**config.mk**
```make
export PLATFORM = sky130hd
export DESIGN_NAME = btti_queue
export DESIGN_NICKNAME = d
export VERILOG_FILES = /design/src/hdl/btti_pkg.sv /design/src/hdl/btti_queue.sv
export VERILOG_INCLUDE_DIRS = /design/src /design/src/hdl
export SDC_FILE = /design/constraint.sdc
export NUM_CORES = 1
export LEC_CHECK = 0
export ABC_AREA = 1
export BUFFER_PORTS_ARGS = -buffer_cell sky130_fd_sc_hd__buf_2
export CAP_MARGIN = 10
export CORE_MARGIN = 2
export CORE_UTILIZATION = 45
export DETAILED_ROUTE_END_ITERATION = 10
export PLACE_DENSITY = 0.73
export SKIP_CTS_REPAIR_TIMING = 1
export SYNTH_ARGS = -nofsm -noshare
export SYNTH_HDL_FRONTEND = slang
export SYNTH_SLANG_ARGS = --single-unit
```
**constraint.sdc**
```tcl
create_clock -name clk -period 1.2 [get_ports clk]
set_input_delay 0.06 -clock clk [delete_from_list [all_inputs] [get_ports clk]]
set_output_delay 0.06 -clock clk [all_outputs]
set_load 0.005 [all_outputs]
```
**src/hdl/base_n_text_to_integer_defines.svh**
```systemverilog
// Assertion macros shared by the base-N text to integer RTL.
// Depends on nothing; the assertion bodies compile out when SYNTHESIS is set.
`ifndef BASE_N_TEXT_TO_INTEGER_DEFINES_SVH
`define BASE_N_TEXT_TO_INTEGER_DEFINES_SVH

`ifndef SYNTHESIS
// Property must hold at every rising clock edge outside reset
`define BTTI_ASSERT(label, clk, rst_n, prop) \
    label: assert property (@(posedge clk) disable iff (!rst_n) prop) \
        else $error("btti assertion failed");
// Condition must never be true outside reset
`define BTTI_ASSERT_NEVER(label, clk, rst_n, cond) \
    `BTTI_ASSERT(label, clk, rst_n, !(cond))
`else
`define BTTI_ASSERT(label, clk, rst_n, prop)
`define BTTI_ASSERT_NEVER(label, clk, rst_n, cond)
`endif

`endif

```
**src/hdl/btti_pkg.sv**
```systemverilog
// Types and constants for the base-N text to integer converter.
// No dependencies; imported by every module and interface of the block.
package btti_pkg;

    // Field widths
    localparam int SYMBOL_W = 8;
    localparam int RADIX_W  = 6;
    localparam int MAG_W    = 31;
    localparam int VALUE_W  = 32;
    localparam int STATUS_W = 2;

    typedef logic [RADIX_W-1:0]  radix_t;
    typedef logic [SYMBOL_W-1:0] symbol_t;
    typedef logic [MAG_W-1:0]    mag_t;
    typedef logic [STATUS_W-1:0] status_t;

    // Radix limits and reset value
    localparam radix_t RADIX_MIN   = 6'd2;
    localparam radix_t RADIX_MAX   = 6'd36;
    localparam radix_t RADIX_RESET = 6'd10;

    // Largest magnitude (INT_MAX)
    localparam mag_t INT_MAX = 31'h7FFF_FFFF;

    // Result status codes
    localparam status_t STATUS_OK        = 2'd0;
    localparam status_t STATUS_BAD_SYMBOL = 2'd1;
    localparam status_t STATUS_OVERFLOW  = 2'd2;

    // ASCII codes
    localparam symbol_t CH_PLUS  = 8'h2B;
    localparam symbol_t CH_MINUS = 8'h2D;
    localparam symbol_t CH_0     = 8'h30;
    localparam symbol_t CH_9     = 8'h39;
    localparam symbol_t CH_UA    = 8'h41;
    localparam symbol_t CH_UZ    = 8'h5A;
    localparam symbol_t CH_LA    = 8'h61;
    localparam symbol_t CH_LZ    = 8'h7A;
    localparam symbol_t CASE_OFS = 8'h20;
    // 'A' maps to digit value 10
    localparam symbol_t LETTER_BASE = 8'd10;

    // Class of one character as decided by the front end
    typedef enum logic [2:0] {
        KIND_NONE,
        KIND_DIGIT,
        KIND_PLUS,
        KIND_MINUS,
        KIND_BAD
    } kind_t;

    // Entry carried from front end to back end
    typedef struct packed {
        kind_t  kind;
        radix_t digit;
        logic   last;
    } entry_t;

endpackage

```
**src/hdl/btti_queue.sv**
```systemverilog
// Short FIFO of classified entries between front end and back end.
// Depends on btti_pkg and the assertion macros header.
`include "base_n_text_to_integer_defines.svh"
module btti_queue
    import btti_pkg::*;
#(
    parameter int DEPTH = 2
)
(
    input  logic   clk,
    input  logic   rst_n,
    input  logic   push_valid,
    output logic   push_ready,
    input  entry_t push_data,
    output logic   pop_valid,
    input  logic   pop_ready,
    output entry_t pop_data
);

    localparam int IDX_W = $clog2(DEPTH);
    localparam int CNT_W = $clog2(DEPTH + 1);

    entry_t             mem [DEPTH];
    logic [IDX_W-1:0]   wr_ptr_reg, wr_ptr_next;
    logic [IDX_W-1:0]   rd_ptr_reg, rd_ptr_next;
    logic [CNT_W-1:0]   count_reg, count_next;
    logic               push, pop;

    assign push_ready = count_reg != CNT_W'(DEPTH);
    assign pop_valid  = count_reg != '0;
    assign push       = push_valid && push_ready;
    assign pop        = pop_valid && pop_ready;
    assign pop_data   = mem[rd_ptr_reg];

    // Pointer wrap and occupancy
    always_comb
    begin
        wr_ptr_next = wr_ptr_reg;
        rd_ptr_next = rd_ptr_reg;
        count_next  = count_reg;
        if (push)
            wr_ptr_next = (wr_ptr_reg == IDX_W'(DEPTH - 1)) ? '0 : wr_ptr_reg + IDX_W'(1);
        if (pop)
            rd_ptr_next = (rd_ptr_reg == IDX_W'(DEPTH - 1)) ? '0 : rd_ptr_reg + IDX_W'(1);
        if (push && !pop)
            count_next = count_reg + CNT_W'(1);
        else if (pop && !push)
            count_next = count_reg - CNT_W'(1);
    end

    always_ff @(posedge clk or negedge rst_n)
    begin
        if (!rst_n)
        begin
            wr_ptr_reg <= '0;
            rd_ptr_reg <= '0;
            count_reg  <= '0;
        end
        else
        begin
            wr_ptr_reg <= wr_ptr_next;
            rd_ptr_reg <= rd_ptr_next;
            count_reg  <= count_next;
        end
    end

    // Entry storage
    always_ff @(posedge clk)
    begin
        if (push)
            mem[wr_ptr_reg] <= push_data;
    end

    `BTTI_ASSERT(a_count_bound, clk, rst_n, count_reg <= CNT_W'(DEPTH))
    `BTTI_ASSERT(a_empty_ptrs, clk, rst_n, count_reg == '0 |-> rd_ptr_reg == wr_ptr_reg)
    `BTTI_ASSERT(a_push_grows, clk, rst_n, push && !pop |=> count_reg == $past(count_reg) + CNT_W'(1))

endmodule

```
==> results.json, run 1 <==
{
  "outcome": "finished with violations",
  "violations": "negative hold slack, negative setup slack",
  "tightest_slew_ns": 0.131,
  "setup_slack_ns": -0.0901,
  "final_util": 0.704,
  "synth.area.top_cells": "edfxtp_1 62%, nand2_1 14%, dfrtp_1 10%",
  "drt-total-wl_um": 1850,
  "setup_viol": 21,
  "first_pass_iters": 4,
  "gr-max-usage-layer": "met2",
  "hold_viol": 1,
  "drv_slew": 0,
  "crit_path_max_incr_delay_ns": 0.47,
  "start_util": 0.487,
  "layout-drive-gt1-share": 0.445,
  "fin_hold_ws_ns": -0.00741,
  "worstSkewPairLatency_ns": 0.31,
  "synth_top_area_frac": 0.616,
  "cts.sinks": 24,
  "yosysTopAreaCell": "edfxtp_1",
  "via_per_inst": 4.51,
  "via_count": 699,
  "ys_seq_area_frac": 0.719,
  "die_area_mm2": 0.00255,
  "die_x_um": 50.5,
  "nNetsFinal": 144,
  "start_kind": "register",
  "finalPower_mw": 3.20,
  "ir_worst_vdd_v": 0.00143,
  "pre_cts_ws_ns": -0.0399,
  "crit_type": "register to primary output",
  "syn_avg_cell_area_um2": 12.0,
  "ys_ff_latch": 24,
  "fin_crit_sh": 1.08,
  "maxCapViolCount": 0,
  "slowest_stage": "dfrtp_2",
  "regArea_um2": 703,
  "grt_use_met3": 0.0268,
  "grt.total_usage": 0.151,
  "fin_worst_skew_ns": 0.00505,
  "gr-usage-met1": 0.173,
  "clkTransAtPathRegs_ns": 0.13,
  "synth_nets": 96,
  "core_area_mm2": 0.00200,
  "final_cells": 155,
  "cts_root_buffer": "clkbuf_4",
  "hp-class": "primary input to register",
  "grt_pass1_wl_um": 2840,
  "cts_tree": "done",
  "cp_cell_sequence": "buf_4 -> nand2_1 -> nand2_1 -> buf_2",
  "use_met2": 0.279,
  "io_pins": 26,
  "antenna_cells": 0,
  "crit_arrival_ns": 1.23,
  "port_buffers": 25,
  "antenna_found_initial": 0,
  "crit_top_cell": "nand2_1",
  "period_needed_ns": 1.29,
  "rows": 16,
  "postRouteAntennaNets": 0,
  "fmax_mhz": 775,
  "power.density_mw_per_mm2": 2270,
  "syn_to_final_growth_pct": 44.5,
  "drcViolationCount": 0,
  "endpoint_kind": "primary output",
  "worstPathRequired_ns": 1.14,
  "yosys_warnings": 0,
  "grt_overflow": 0,
  "routabilityCongestion": 0.716,
  "grt_pass1_vias": 678,
  "grt_setup_unrepaired": "yes",
  "path_max_fanout": 11,
  "dp.cells": 137,
  "die_h_um": 50.5,
  "largest_reg_flops": 20,
  "grt_max_degree": 15,
  "htree_levels": 1,
  "p_leak_nw": 0.632,
  "cts_buffers": 3,
  "fill_cells": 149,
  "synth_cells": 81,
  "multi_input_area_um2": 272,
  "syn_area_um2": 975,
  "drt_iter0_drc": 13,
  "dpl.hpwl_um": 1250,
  "ys_types": 15,
  "post_drt_wl_per_cell_um": 11.9,
  "cts.path.max_buffers": 2,
  "maxSlewHeadroom": 0.912
}
## area by class of cell
class                      instances  area share
timing repair buffer              44       0.220
timing repair inverter             1     0.00533
clock inverter                     1      0.0213
sequential                        24       0.499
inverter                           7      0.0213
tap                               27      0.0240
multi-input combinational         48       0.193
clock buffer                       3      0.0160
## per-layer routing
metal | up-vias | part of all wire | routed length (um)
li1 | 357 | - | -
met1 | 313 | 0.42 | 771
met2 | 22 | 0.53 | 975
met3 | 7 | 0.036 | 66
met4 | 0 | 0.017 | 32
met5 | - | 0 | 0
## metrics by stage
stage	cell area (um2)	TNS, ns
detailed placement	1180	-0.0399
CTS	1240	-1.30
global route	1410	-2.14
global placement	1180	-0.0110
finish	1410	-1.06
floorplan	997	-0.594
## cell families after synthesis
family	share of synthesized area
flip-flops	0.719
buffers and inverters	0.0436
AND/OR/NAND/NOR	0.199
XOR/XNOR	0.0257
adder cells (fa/ha/maj)	0.0128
## cell usage after synthesis
master,instances
nand2_1,36
edfxtp_1,20
inv_1,5
dfrtp_1,4
inv_2,2
nand2_2,2
nand2_4,2
nand3_1,2
nor2_1,2
buf_2,1
buf_6,1
ha_1,1
nand4_1,1
xnor2_1,1
xor2_2,1
## critical path: cells and delay by family, from the launching register on
kind	cells	cell delay [ns]
flops	1	0.47
simple gates	2	0.14
buf+inv	2	0.31
## cells in the final DEF (no fill, tap or decap)
master | Yosys | final
nand2_1 | 36 | 34
buf_2 | 1 | 25
edfxtp_1 | 20 | 20
dlygate4sd3_1 | 0 | 11
inv_2 | 2 | 4
nand2_2 | 2 | 4
buf_6 | 1 | 4
buf_4 | 0 | 4
clkbuf_4 | 0 | 3
nand2_4 | 2 | 2
clkinvlp_4 | 0 | 2
inv_1 | 5 | 2
dfrtp_1 | 4 | 2
dfrtp_2 | 0 | 2
nor2_2 | 0 | 1
nor2_4 | 0 | 1
xnor2_2 | 0 | 1
xor2_2 | 1 | 1
nand3_1 | 2 | 1
nand3_2 | 0 | 1
nand4_1 | 1 | 1
ha_4 | 0 | 1
bufinv_16 | 0 | 1
## power by group
part / internal [mW] / switching, mW / leakage, nW
clock network: 0.337 / 0.234 / 0.0279
logic: 0.618 / 0.728 / 0.373
registers: 1.16 / 0.117 / 0.231
total: 2.12 / 1.08 / 0.632
## final timing paths
| path | start | end | slack [ns] | cells after the start |
|---|---|---|---|---|
| worst min register to register | count_reg[1] | count_reg[1] | 0.58 | 2 |
| worst max register to register | count_reg[0] | count_reg[1] | -0.06 | 9 |
| max in group asynchronous | rst_n | rd_ptr_reg | 1.01 | 2 |
| worst max-delay path | rd_ptr_reg | pop_data[6] | -0.09 | 4 |
| min in group asynchronous | rst_n | count_reg[1] | 0.06 | 2 |
| worst min-delay path | pop_ready | rd_ptr_reg | -0.007 | 3 |
No activity file was read; power rests on OpenSTA's default activity.
==> run 2: changes to the inputs <==
--- a/config.mk
+++ b/config.mk
@@ -12,7 +12,9 @@
 export CORE_MARGIN = 2
 export CORE_UTILIZATION = 45
 export DETAILED_ROUTE_END_ITERATION = 10
+export GPL_ROUTABILITY_DRIVEN = 0
 export PLACE_DENSITY = 0.73
+export SETUP_SLACK_MARGIN = 0.02
 export SKIP_CTS_REPAIR_TIMING = 1
 export SYNTH_ARGS = -nofsm -noshare
 export SYNTH_HDL_FRONTEND = slang
==> run 2 against run 1 <==
The run still ends with negative hold slack, negative setup slack left. Count of clock-buffer cells in the layout unchanged. Die area unchanged. Sequential power is essentially flat. Cell count did not move. Combinational power about the same. Register-to-register slack about the same. Worst setup slack unchanged. Maximum frequency did not move. Clock power about the same. Critical path type unchanged. Highest routed layer unchanged.
==> results.json, run 2 (same netlist as run 1, synthesis figures left out) <==
{
  "port_buffers": 25,
  "clkTransAtPathRegs_ns": 0.13,
  "cts.path.max_buffers": 2,
  "rr_startpoint": "count_reg[0]",
  "grt_max_degree": 15,
  "crit_type": "register to primary output",
  "via_per_inst": 4.51,
  "layout_commonest_cell": "nand2_1",
  "period_needed_ns": 1.29,
  "first_pass_iters": 4,
  "rows": 16,
  "grt_setup_unrepaired": "yes",
  "ir_worst_vdd_v": 0.00143,
  "crit_top_cell": "nand2_1",
  "setup_tns_ns": -1.06,
  "reg2reg_slack_ns": -0.06,
  "power.density_mw_per_mm2": 2270,
  "hp-class": "primary input to register",
  "hp-start": "pop_ready",
  "start_util": 0.487,
  "grt_pass1_vias": 678,
  "layout-drive-gt1-share": 0.445,
  "clockPowerShare": 0.179,
  "post_drt_wl_per_cell_um": 11.9,
  "grt.total_usage": 0.151,
  "worstPathRequired_ns": 1.14,
  "drt-total-wl_um": 1850,
  "drv_slew": 0,
  "cp_cell_sequence": "buf_4 -> nand2_1 -> nand2_1 -> buf_2",
  "outcome": "finished with violations",
  "setup_viol": 21,
  "tightest_slew_ns": 0.131,
  "cts.sinks": 24,
  "endpoint_kind": "primary output",
  "fin_crit_sh": 1.08,
  "pre_cts_ws_ns": -0.0399,
  "postRouteAntennaNets": 0,
  "holdPathStages": 3,
  "p_leak_nw": 0.632,
  "start_kind": "register",
  "syn_to_final_growth_pct": 44.5,
  "hold_viol": 1,
  "antenna_found_initial": 0,
  "layout_common_cells": "34 x nand2_1, 25 x buf_2, 20 x edfxtp_1",
  "worstSkewPairLatency_ns": 0.31,
  "cts_root_buffer": "clkbuf_4",
  "violations": "negative hold slack, negative setup slack",
  "maxCapViolCount": 0,
  "r2r_end": "count_reg[1]",
  "finalPower_mw": 3.20,
  "fmax_mhz": 775,
  "die_h_um": 50.5,
  "via_count": 699,
  "postPlaceCellArea_mm2": 0.00118,
  "cts_buffers": 3,
  "die_area_mm2": 0.00255,
  "drcViolationCount": 0,
  "holdPathEnd": "rd_ptr_reg",
  "p_sw_mw": 1.08,
  "grt_overflow": 0,
  "maxSlewHeadroom": 0.912,
  "drt_iter0_drc": 13,
  "path_max_fanout": 11,
  "nNetsFinal": 144,
  "cpLargestDelayFamily": "flip-flops",
  "largest_reg_flops": 20,
  "grt_pass1_wl_um": 2840,
  "fin_worst_skew_ns": 0.00505,
  "p_seq_frac": 0.400,
  "path_buf_inv": 2,
  "final_cell_area_mm2": 0.00141,
  "setup_slack_ns": -0.0901,
  "fill_cells": 149,
  "cts_tree": "done",
  "io_pins": 26,
  "fin_hold_ws_ns": -0.00741,
  "reg2regPathDepth": 9,
  "core_area_mm2": 0.00200,
  "p_int_mw": 2.12,
  "htree_levels": 1,
  "dpl.hpwl_um": 1250,
  "cp.depth": 4,
  "die_x_um": 50.5,
  "antenna_cells": 0,
  "crit_path_max_incr_delay_ns": 0.47,
  "crit_arrival_ns": 1.23,
  "p_sw_frac": 0.337,
  "slowest_stage": "dfrtp_2",
  "pwr-share-comb": 0.421
}
-- run 2: worst register-to-register path, delay by kind of cell, from the launching register on --
kind          cells  cell delay (ns)
simple gates      5             0.31
flops             1             0.41
fa+ha+maj         1             0.22
buf+inv           3             0.21
-- run 2: layout make-up --
type | instances | area [um2] | area share
Clock buffer | 3 | 22.5 | 0.0160
Clock inverter | 1 | 30.0 | 0.0213
Inverter | 7 | 30.0 | 0.0213
Multi-Input combinational cell | 48 | 272 | 0.193
Sequential cell | 24 | 703 | 0.499
Tap cell | 27 | 33.8 | 0.0240
Timing Repair Buffer | 44 | 310 | 0.220
Timing Repair inverter | 1 | 7.51 | 0.00533
-- run 2: how the worst max path moves through the flow --
stage	to	from
detailed placement	count_reg[1]	count_reg[0]
global placement	count_reg[1]	count_reg[0]
finish	pop_data[6]	rd_ptr_reg
CTS	pop_data[6]	rd_ptr_reg
global route	pop_data[6]	rd_ptr_reg
floorplan	mem[1][0]	count_reg[0]
-- run 2: per-layer routing --
metal,part of all wire,vias up,track usage
met3,0.036,7,0.0268
met4,0.017,0,0.0541
met5,0,-,0
met2,0.53,22,0.279
li1,-,357,-
met1,0.42,313,0.173
-- run 2: power by group through the flow --
stage	clock [mW]	sequential, mW	combinational [mW]
CTS	0.582	1.24	1.18
finish	0.571	1.28	1.35
global route	0.609	1.30	1.49
detailed placement	0	1.26	1.17
global placement	0	1.25	1.14
floorplan	0	1.26	0.723
-- run 2: through the flow --
stage          hold WS [ns]  utilization  instances
6_report           -0.00741        0.704        155
5_1_grt             0.00723        0.704        155
4_1_cts              -0.477        0.618        141
3_5_place_dp         -0.124        0.592        137
3_3_place_gp         -0.127        0.592        137
2_1_floorplan        -0.236            -         81
